$ cat src/hdl/svx_pkg.sv
// ----------------------------------------------------------------------------
// svx_pkg: shared types and constants of the stack VM execute unit
// Opcodes, error codes, register indices and the command and status
// structures that pass between the controller and the datapath.
// ----------------------------------------------------------------------------
package svx_pkg;

   localparam int NUM_REGS  = 16;
   localparam int MEM_WORDS = 4096;
   localparam int WORD_W    = 64;
   localparam int HALF_W    = WORD_W / 2;
   localparam int SH_W      = $clog2(WORD_W);
   localparam int REG_AW    = $clog2(NUM_REGS);
   localparam int MEM_AW    = $clog2(MEM_WORDS);

   typedef logic [WORD_W-1:0] word_type;
   typedef logic [4:0]        opcode_type;
   typedef logic [2:0]        err_type;
   typedef logic [3:0]        mode_type;
   typedef logic [REG_AW-1:0] reg_idx_type;
   typedef logic [MEM_AW-1:0] mem_addr_type;

   localparam opcode_type OP_NOP  = 5'd0;
   localparam opcode_type OP_HALT = 5'd1;
   localparam opcode_type OP_PUSH = 5'd2;
   localparam opcode_type OP_POP  = 5'd3;
   localparam opcode_type OP_ADD  = 5'd4;
   localparam opcode_type OP_SUB  = 5'd5;
   localparam opcode_type OP_MUL  = 5'd6;
   localparam opcode_type OP_DIV  = 5'd7;
   localparam opcode_type OP_SHL  = 5'd8;
   localparam opcode_type OP_SHR  = 5'd9;
   localparam opcode_type OP_MOD  = 5'd10;
   localparam opcode_type OP_NOT  = 5'd11;
   localparam opcode_type OP_INC  = 5'd12;
   localparam opcode_type OP_DEC  = 5'd13;
   localparam opcode_type OP_CMP  = 5'd14;
   localparam opcode_type OP_MOV  = 5'd15;
   localparam opcode_type OP_CALL = 5'd16;
   localparam opcode_type OP_RET  = 5'd17;
   localparam opcode_type OP_JMP  = 5'd18;
   localparam opcode_type OP_JEQ  = 5'd19;
   localparam opcode_type OP_JNE  = 5'd20;
   localparam opcode_type OP_JNZ  = 5'd21;

   localparam err_type ERR_NONE      = 3'd0;
   localparam err_type ERR_OVERFLOW  = 3'd1;
   localparam err_type ERR_UNDERFLOW = 3'd2;
   localparam err_type ERR_LIT_DEST  = 3'd3;
   localparam err_type ERR_BAD_ADDR  = 3'd4;
   localparam err_type ERR_DIV_ZERO  = 3'd5;
   localparam err_type ERR_NO_MODE   = 3'd6;

   localparam reg_idx_type R_SP  = reg_idx_type'(0);
   localparam reg_idx_type R_SBP = reg_idx_type'(1);
   localparam reg_idx_type R_IP  = reg_idx_type'(2);
   localparam reg_idx_type R_RMD = reg_idx_type'(3);

   localparam int M_LIT = 0;
   localparam int M_REG = 1;
   localparam int M_MEM = 2;
   localparam int M_IND = 3;

   typedef enum logic [1:0] {SEL_A, SEL_B, SEL_C} sel_type;

   typedef enum logic [4:0] {
      DP_NONE, DP_LOAD, DP_GET_LIT, DP_GET_REG, DP_RD_DIRECT, DP_RD_INDIRECT,
      DP_GET_RDATA, DP_MD_START, DP_ALU, DP_ST_REG, DP_ST_MEM_DIRECT,
      DP_ST_MEM_WHERE, DP_PUSH, DP_POP_RD, DP_POP_TAKE, DP_SET_IP_A,
      DP_COMMIT, DP_FAIL
   } dp_op_type;

   typedef struct packed {
      dp_op_type op;
      sel_type   sel;
      err_type   err;
   } dp_cmd_type;

   typedef struct packed {
      opcode_type opcode;
      logic       run;
      mode_type   mode;
      logic       opnd_reg_ok;
      logic       opnd_mem_ok;
      logic       val_mem_ok;
      logic       push_ovf;
      logic       push_addr_ok;
      logic       pop_unf;
      logic       pop_addr_ok;
      logic       divisor_zero;
      logic       take_branch;
      logic       md_busy;
      logic       clear_done;
      logic       out_free;
   } dp_status_type;

endpackage

$ cat src/hdl/svx_ctrl.sv
// ----------------------------------------------------------------------------
// svx_ctrl: instruction sequencer of the stack VM execute unit
// Walks fetch, compute, store, stack and branch steps and issues datapath commands.
// ----------------------------------------------------------------------------
module svx_ctrl
   import svx_pkg::*;
(
   input  logic          clock,
   input  logic          reset,
   input  logic          req_valid,
   output logic          req_stall,
   input  dp_status_type status,
   output dp_cmd_type    cmd
);

   typedef enum logic [4:0] {
      S_CLEAR, S_IDLE, S_DISPATCH, S_FETCH, S_FETCH_RDATA, S_IND_CHECK,
      S_IND_RDATA, S_MD_START, S_MD_WAIT, S_ALU, S_STORE, S_ST_RDATA,
      S_ST_WHERE, S_PUSH, S_POP, S_POP_DATA, S_BRANCH, S_FINISH
   } state_type;

   state_type state_ff, state_in, nx_state;
   sel_type   sel_ff, sel_in, nx_sel;
   err_type   err_ff, err_in;
   logic      fail_ff, fail_in;

   // step that follows a completed operand fetch
   always_comb begin
      nx_state = S_FINISH;
      nx_sel   = SEL_A;
      unique case (sel_ff)
         SEL_A: begin
            case (status.opcode) inside
               OP_PUSH, OP_CALL:         nx_state = S_PUSH;
               OP_NOT, OP_INC, OP_DEC:   nx_state = S_ALU;
               OP_JMP:                   nx_state = S_BRANCH;
               OP_JEQ, OP_JNE, OP_JNZ: begin
                  nx_state = S_FETCH;
                  nx_sel   = SEL_B;
               end
               default:                  nx_state = S_FINISH;
            endcase
         end
         SEL_B: begin
            case (status.opcode) inside
               OP_ADD, OP_SUB, OP_MUL, OP_DIV, OP_SHL, OP_SHR, OP_MOD, OP_CMP,
               OP_JEQ, OP_JNE: begin
                  nx_state = S_FETCH;
                  nx_sel   = SEL_C;
               end
               OP_MOV:  nx_state = S_ALU;
               OP_JNZ:  nx_state = S_BRANCH;
               default: nx_state = S_FINISH;
            endcase
         end
         default: begin
            case (status.opcode) inside
               OP_MUL, OP_DIV, OP_MOD:                 nx_state = S_MD_START;
               OP_ADD, OP_SUB, OP_SHL, OP_SHR, OP_CMP: nx_state = S_ALU;
               OP_JEQ, OP_JNE:                         nx_state = S_BRANCH;
               default:                                nx_state = S_FINISH;
            endcase
         end
      endcase
   end

   always_comb begin
      state_in  = state_ff;
      sel_in    = sel_ff;
      err_in    = err_ff;
      fail_in   = fail_ff;
      req_stall = 1'b1;
      cmd.op    = DP_NONE;
      cmd.sel   = sel_ff;
      cmd.err   = err_ff;
      unique case (state_ff)
         S_CLEAR: begin
            if (status.clear_done) state_in = S_IDLE;
         end
         S_IDLE: begin
            req_stall = 1'b0;
            if (req_valid) begin
               cmd.op   = DP_LOAD;
               err_in   = ERR_NONE;
               fail_in  = 1'b0;
               state_in = S_DISPATCH;
            end
         end
         S_DISPATCH: begin
            if (!status.run) begin
               fail_in  = 1'b1;
               state_in = S_FINISH;
            end else begin
               case (status.opcode) inside
                  OP_PUSH, OP_NOT, OP_INC, OP_DEC, OP_CALL, OP_JMP, OP_JEQ,
                  OP_JNE, OP_JNZ: begin
                     sel_in   = SEL_A;
                     state_in = S_FETCH;
                  end
                  OP_ADD, OP_SUB, OP_MUL, OP_DIV, OP_SHL, OP_SHR, OP_MOD,
                  OP_CMP, OP_MOV: begin
                     sel_in   = SEL_B;
                     state_in = S_FETCH;
                  end
                  OP_POP, OP_RET: state_in = S_POP;
                  default:        state_in = S_FINISH;
               endcase
            end
         end
         S_FETCH: begin
            if (status.mode[M_LIT] || (!status.mode[M_MEM] && status.mode[M_REG])) begin
               if (!status.mode[M_LIT] && !status.opnd_reg_ok) begin
                  fail_in  = 1'b1;
                  err_in   = ERR_BAD_ADDR;
                  state_in = S_FINISH;
               end else begin
                  cmd.op = status.mode[M_LIT] ? DP_GET_LIT : DP_GET_REG;
                  if (status.mode[M_IND]) begin
                     state_in = S_IND_CHECK;
                  end else begin
                     state_in = nx_state;
                     sel_in   = nx_sel;
                  end
               end
            end else if (status.mode[M_MEM]) begin
               if (!status.opnd_mem_ok) begin
                  fail_in  = 1'b1;
                  err_in   = ERR_BAD_ADDR;
                  state_in = S_FINISH;
               end else begin
                  cmd.op   = DP_RD_DIRECT;
                  state_in = S_FETCH_RDATA;
               end
            end else begin
               fail_in  = 1'b1;
               err_in   = ERR_NO_MODE;
               state_in = S_FINISH;
            end
         end
         S_FETCH_RDATA: begin
            cmd.op = DP_GET_RDATA;
            if (status.mode[M_IND]) begin
               state_in = S_IND_CHECK;
            end else begin
               state_in = nx_state;
               sel_in   = nx_sel;
            end
         end
         S_IND_CHECK: begin
            if (!status.val_mem_ok) begin
               fail_in  = 1'b1;
               err_in   = ERR_BAD_ADDR;
               state_in = S_FINISH;
            end else begin
               cmd.op   = DP_RD_INDIRECT;
               state_in = S_IND_RDATA;
            end
         end
         S_IND_RDATA: begin
            cmd.op   = DP_GET_RDATA;
            state_in = nx_state;
            sel_in   = nx_sel;
         end
         S_MD_START: begin
            if (status.opcode != OP_MUL && status.divisor_zero) begin
               fail_in  = 1'b1;
               err_in   = ERR_DIV_ZERO;
               state_in = S_FINISH;
            end else begin
               cmd.op   = DP_MD_START;
               state_in = S_MD_WAIT;
            end
         end
         S_MD_WAIT: begin
            if (!status.md_busy) begin
               sel_in   = SEL_A;
               state_in = S_ALU;
            end
         end
         S_ALU: begin
            cmd.op   = DP_ALU;
            sel_in   = SEL_A;
            state_in = S_STORE;
         end
         S_STORE: begin
            state_in = S_FINISH;
            if (status.mode[M_LIT]) begin
               fail_in = 1'b1;
               err_in  = ERR_LIT_DEST;
            end else if (status.mode[M_REG]) begin
               if (!status.opnd_reg_ok) begin
                  fail_in = 1'b1;
                  err_in  = ERR_BAD_ADDR;
               end else if (status.mode[M_IND]) begin
                  cmd.op   = DP_GET_REG;
                  state_in = S_ST_WHERE;
               end else begin
                  cmd.op = DP_ST_REG;
               end
            end else if (status.mode[M_MEM]) begin
               if (!status.opnd_mem_ok) begin
                  fail_in = 1'b1;
                  err_in  = ERR_BAD_ADDR;
               end else if (status.mode[M_IND]) begin
                  cmd.op   = DP_RD_DIRECT;
                  state_in = S_ST_RDATA;
               end else begin
                  cmd.op = DP_ST_MEM_DIRECT;
               end
            end else begin
               fail_in = 1'b1;
               err_in  = ERR_NO_MODE;
            end
         end
         S_ST_RDATA: begin
            cmd.op   = DP_GET_RDATA;
            state_in = S_ST_WHERE;
         end
         S_ST_WHERE: begin
            state_in = S_FINISH;
            if (!status.val_mem_ok) begin
               fail_in = 1'b1;
               err_in  = ERR_BAD_ADDR;
            end else begin
               cmd.op = DP_ST_MEM_WHERE;
            end
         end
         S_PUSH: begin
            state_in = S_FINISH;
            if (status.push_ovf) begin
               fail_in = 1'b1;
               err_in  = ERR_OVERFLOW;
            end else if (!status.push_addr_ok) begin
               fail_in = 1'b1;
               err_in  = ERR_BAD_ADDR;
            end else begin
               cmd.op = DP_PUSH;
            end
         end
         S_POP: begin
            if (status.pop_unf) begin
               fail_in  = 1'b1;
               err_in   = ERR_UNDERFLOW;
               state_in = S_FINISH;
            end else if (!status.pop_addr_ok) begin
               fail_in  = 1'b1;
               err_in   = ERR_BAD_ADDR;
               state_in = S_FINISH;
            end else begin
               cmd.op   = DP_POP_RD;
               state_in = S_POP_DATA;
            end
         end
         S_POP_DATA: begin
            cmd.op = DP_POP_TAKE;
            sel_in = SEL_A;
            state_in = (status.opcode == OP_POP) ? S_STORE : S_FINISH;
         end
         S_BRANCH: begin
            if (status.take_branch) cmd.op = DP_SET_IP_A;
            state_in = S_FINISH;
         end
         S_FINISH: begin
            if (status.out_free) begin
               cmd.op   = fail_ff ? DP_FAIL : DP_COMMIT;
               state_in = S_IDLE;
            end
         end
         default: state_in = S_IDLE;
      endcase
   end

   always_ff @(posedge clock) begin
      if (reset) begin
         state_ff <= S_CLEAR;
         sel_ff   <= SEL_A;
         err_ff   <= ERR_NONE;
         fail_ff  <= 1'b0;
      end else begin
         state_ff <= state_in;
         sel_ff   <= sel_in;
         err_ff   <= err_in;
         fail_ff  <= fail_in;
      end
   end

endmodule

$ cat config.mk
export PLATFORM = sky130hd
export DESIGN_NAME = svx_ctrl
export DESIGN_NICKNAME = d
export VERILOG_FILES = /design/src/hdl/svx_pkg.sv /design/src/hdl/svx_ctrl.sv
export SDC_FILE = /design/constraint.sdc
export NUM_CORES = 1
export LEC_CHECK = 0
export BUFFER_PORTS_ARGS = -buffer_cell sky130_fd_sc_hd__clkbuf_2
export CAP_MARGIN = 20
export CORE_MARGIN = 4
export CORE_UTILIZATION = 40
export CTS_BUF_LIST = sky130_fd_sc_hd__clkbuf_4
export DETAILED_ROUTE_END_ITERATION = 10
export PLACE_DENSITY_LB_ADDON = 0.3
export SYNTH_ARGS = -nofsm -noshare
export SYNTH_HDL_FRONTEND = slang
export SYNTH_SLANG_ARGS = --single-unit
export TNS_END_PERCENT = 1
$ cat constraint.sdc
create_clock -name clock -period 2.3 [get_ports clock]
set_clock_uncertainty 0.05 [all_clocks]
set_input_delay 0.46 -clock clock [delete_from_list [all_inputs] [get_ports clock]]
set_output_delay 0.46 -clock clock [all_outputs]
set_load 0.05 [all_outputs]
==> impl_metrics.csv <==
group,metric,value,unit
worst_setup_path,critPathSlowestCell,"dfxtp_4",
global_routing,grt_antenna_before_repair,0,
power_and_ir_drop,report.power.total,0.000735,W
clock_network,clkLatencyLatePin,0.28,ns
global_routing,use_met3,0.0367,
timing,layout_setup_ws,-0.0351,ns
logic_synthesis,synth_async_sr_flop_share,0,
floorplan,die_y,78.7,um
worst_setup_path,timing_worst_setup_path_type,"reg2out",
timing,tightestPinTransition,0.489,ns
final_layout,fillCellCount,458,
timing,rsz0062_at_grt,"yes",
run,maxCapViolCount,0,
outcome,status,"finished, violations left",
place,dp_hpwl,5820,um
routing,drc,0,
power_and_ir_drop,p_leak,1.17,nW
clock_network,cts_buffer_depth,2,
floorplan,dieArea,6190,um^2
final_layout,final-instance-count-excl-fill,450,
worst_hold_path,hold_start,"err_ff[2]",
routing,ant_nets,0,
timing,drv_slew,0,
clock_network,cts_tree,"yes",
worst_setup_path,cpMostUsedCell,"buf_12",
routing,vias_per_cell,6.34,
timing,hold_violations,0,
place,io_buffers,35,
logic_synthesis,synth_area,2000,um^2
floorplan,pin_count,36,
worst_hold_path,hp-class,"reg2reg",
routing,drt-total-wl,8040,um
place,dp.cells,436,
final_layout,layout.nets,409,
logic_synthesis,synth.distinct_cells,63,
global_routing,grt_pass1_wl,12300,um
floorplan,dieWidth,78.7,um
routing,drtPass1Iterations,5,
timing,fmaxAchievable,428,MHz
outcome,violations,"negative setup slack",
timing,finalSetupViolCount,2,
logic_synthesis,yosysWarnings,0,
logic_synthesis,syn_area_per_cell,6.44,um^2
global_routing,globalRouteOverflowTotal,0,
power_and_ir_drop,peakVddDrop,0.265,mV
global_routing,top_usage_layer,"met2",
floorplan,initial_core_util,0.417,
final_layout,antenna_cells,0,
logic_synthesis,synth_edf_count,0,
worst_setup_path,cp-startpoint,"state_ff[2]",
timing,slew_headroom,0.670,
worst_setup_path,required,1.79,ns
clock_network,h-tree-depth,1,
final_layout,syn2layout_area_growth,43.1,%
logic_synthesis,ys_ff_latch,11,
worst_setup_path,reg2regPathDepth,7,
global_routing,grt_pass1_vias,2478,
worst_setup_path,r2r-start,"state_ff[2]",
floorplan,num_rows,25,
power_and_ir_drop,powerDensity,257,nW/um^2
final_layout,drive_gt1_frac,0.368,
global_routing,grtUsageMet1,0.345,
logic_synthesis,yosys_most_used_dff,"dfxtp_1",
worst_hold_path,holdPathStages,2,
global_routing,grt_max_degree,24,
timing,period_minus_slack,2.34,ns
timing,post-route-period-util,1.02,
floorplan,core_area,4790,um^2
logic_synthesis,ys_seq_area_frac,0.110,
clock_network,cts.sinks,11,
global_routing,grtUsageMet2,0.383,
place,place_worst_setup_slack,0.0184,ns
logic_synthesis,netlist_instances,310,
clock_network,cts_inserted_buffers,3,
worst_setup_path,cp.arrival,1.83,ns
clock_network,root_buffer,"clkbuf_4",
clock_network,path_clk_slew,0.08,ns
worst_setup_path,crit_fanout,12,
timing,setup_tns,-0.0630,ns
worst_setup_path,endpoint_kind,"output pin",
logic_synthesis,syn_nets,335,
routing,drtIter0Drc,378,
worst_setup_path,worstPathCellList,"buf_12 > nor2b_1 > buf_4 > a31oi_1 > o2111ai_4 > buf_12",
worst_setup_path,cp_slowest_stage_delay,0.36,ns
place,place.gp.congestion,0.983,
global_routing,grt_usage,0.245,
final_layout,utilization,0.597,
routing,vias,2851,
routing,wire_per_inst,17.9,um
worst_setup_path,worst_setup_path_start_kind,"flip-flop",
-- cells by family (layout without fill, tap and decap cells) --
kind of cell / count (synthesis) / in the layout / share of synthesized area
muxes: 3 / 3 / 0.0163
and+or+nand+nor: 137 / 137 / 0.356
xor gates and xnor gates: 1 / 1 / 0.00439
AOI/OAI and AO/OA: 118 / 118 / 0.425
DFF: 11 / 11 / 0.110
buffers and inverters: 40 / 113 / 0.0883
-- worst max-delay path: cells and delay by family, from the launching register on --
family	cells	cell delay (ns)
simple gates	1	0.30
flops	1	0.36
compound gates	2	0.36
buf+inv	3	0.51
-- metal layers --
metal	routed length (um)	vias up
met5	0	-
met4	229	0
met3	779	31
met2	3620	188
met1	3410	1309
li1	-	1323
-- flip-flops by register name, summed over array words and instances, names as in the netlist --
register	cells
state_ff	5
err_ff	3
sel_ff	2
fail_ff	1
-- final cells by class --
| type | instances | area [um^2] | share of cell area |
|---|---|---|---|
| inverter | 15 | 60.1 | 0.0210 |
| clock buffer | 4 | 30.0 | 0.0105 |
| sequential | 11 | 236 | 0.0827 |
| multi-input combinational | 259 | 1720 | 0.602 |
| timing repair buffer | 94 | 726 | 0.254 |
| tap | 67 | 83.8 | 0.0293 |
-- final timing paths --
check                              endpoint  slack (ns)
worst max-delay path                 cmd[7]       -0.04
worst min-delay path              err_ff[2]        0.44
worst max register to register  state_ff[3]        0.12
worst min register to register    err_ff[2]        0.44
-- stage by stage --
step,hold WS (ns),cell area [um^2]
after global placement,0.429,2560
after global routing,0.458,2860
after CTS,0.439,2660
final,0.438,2860
after floorplan,0.513,2020
after detailed placement,0.424,2560
-- what timing repair did --
item,4_1_cts,5_1_grt
setup endpoints to repair,6,4
cloned,0,1
pin swaps,1,9
hold buffers,0,0
setup buffers,0,9
gates resized for setup,19,27
-- placed cells by master (no fill, tap or decap), drive strengths merged, types with 5 or more instances in the layout --
| master | n |
|---|---|
| a311oi | 7 |
| buf | 62 |
| o211ai | 5 |
| o21ai | 21 |
| inv | 14 |
| o31ai | 6 |
| and3 | 8 |
| nand2b | 10 |
| nor2 | 34 |
| clkbuf | 36 |
| nand2 | 30 |
| dfxtp | 11 |
| a21oi | 25 |
| nand3b | 5 |
| nand3 | 14 |
| nor3 | 9 |
| nor2b | 8 |
| a211oi | 9 |
-- power by group --
| part | internal (W) | switching [W] |
|---|---|---|
| clock | 0.0000792 | 0.0000769 |
| combinational | 0.000153 | 0.000212 |
| sequential | 0.000195 | 0.0000193 |
-- cells in the mapped netlist (7+ instances only) --
master    instances  area share
nor2b_1           8       0.025
nand2_1          30       0.056
a211oi_1          8       0.030
nand2b_1          9       0.028
and3_1            8       0.025
a311oi_1          7       0.031
nand3_1          14       0.035
nor3_1            8       0.020
buf_2             9       0.023
inv_1            14       0.026
clkbuf_1         14       0.026
a21oi_1          24       0.060
nor2_1           34       0.064
o21ai_0          21       0.053
dfxtp_1          11        0.11
No activity file was read; power rests on OpenSTA's default activity.
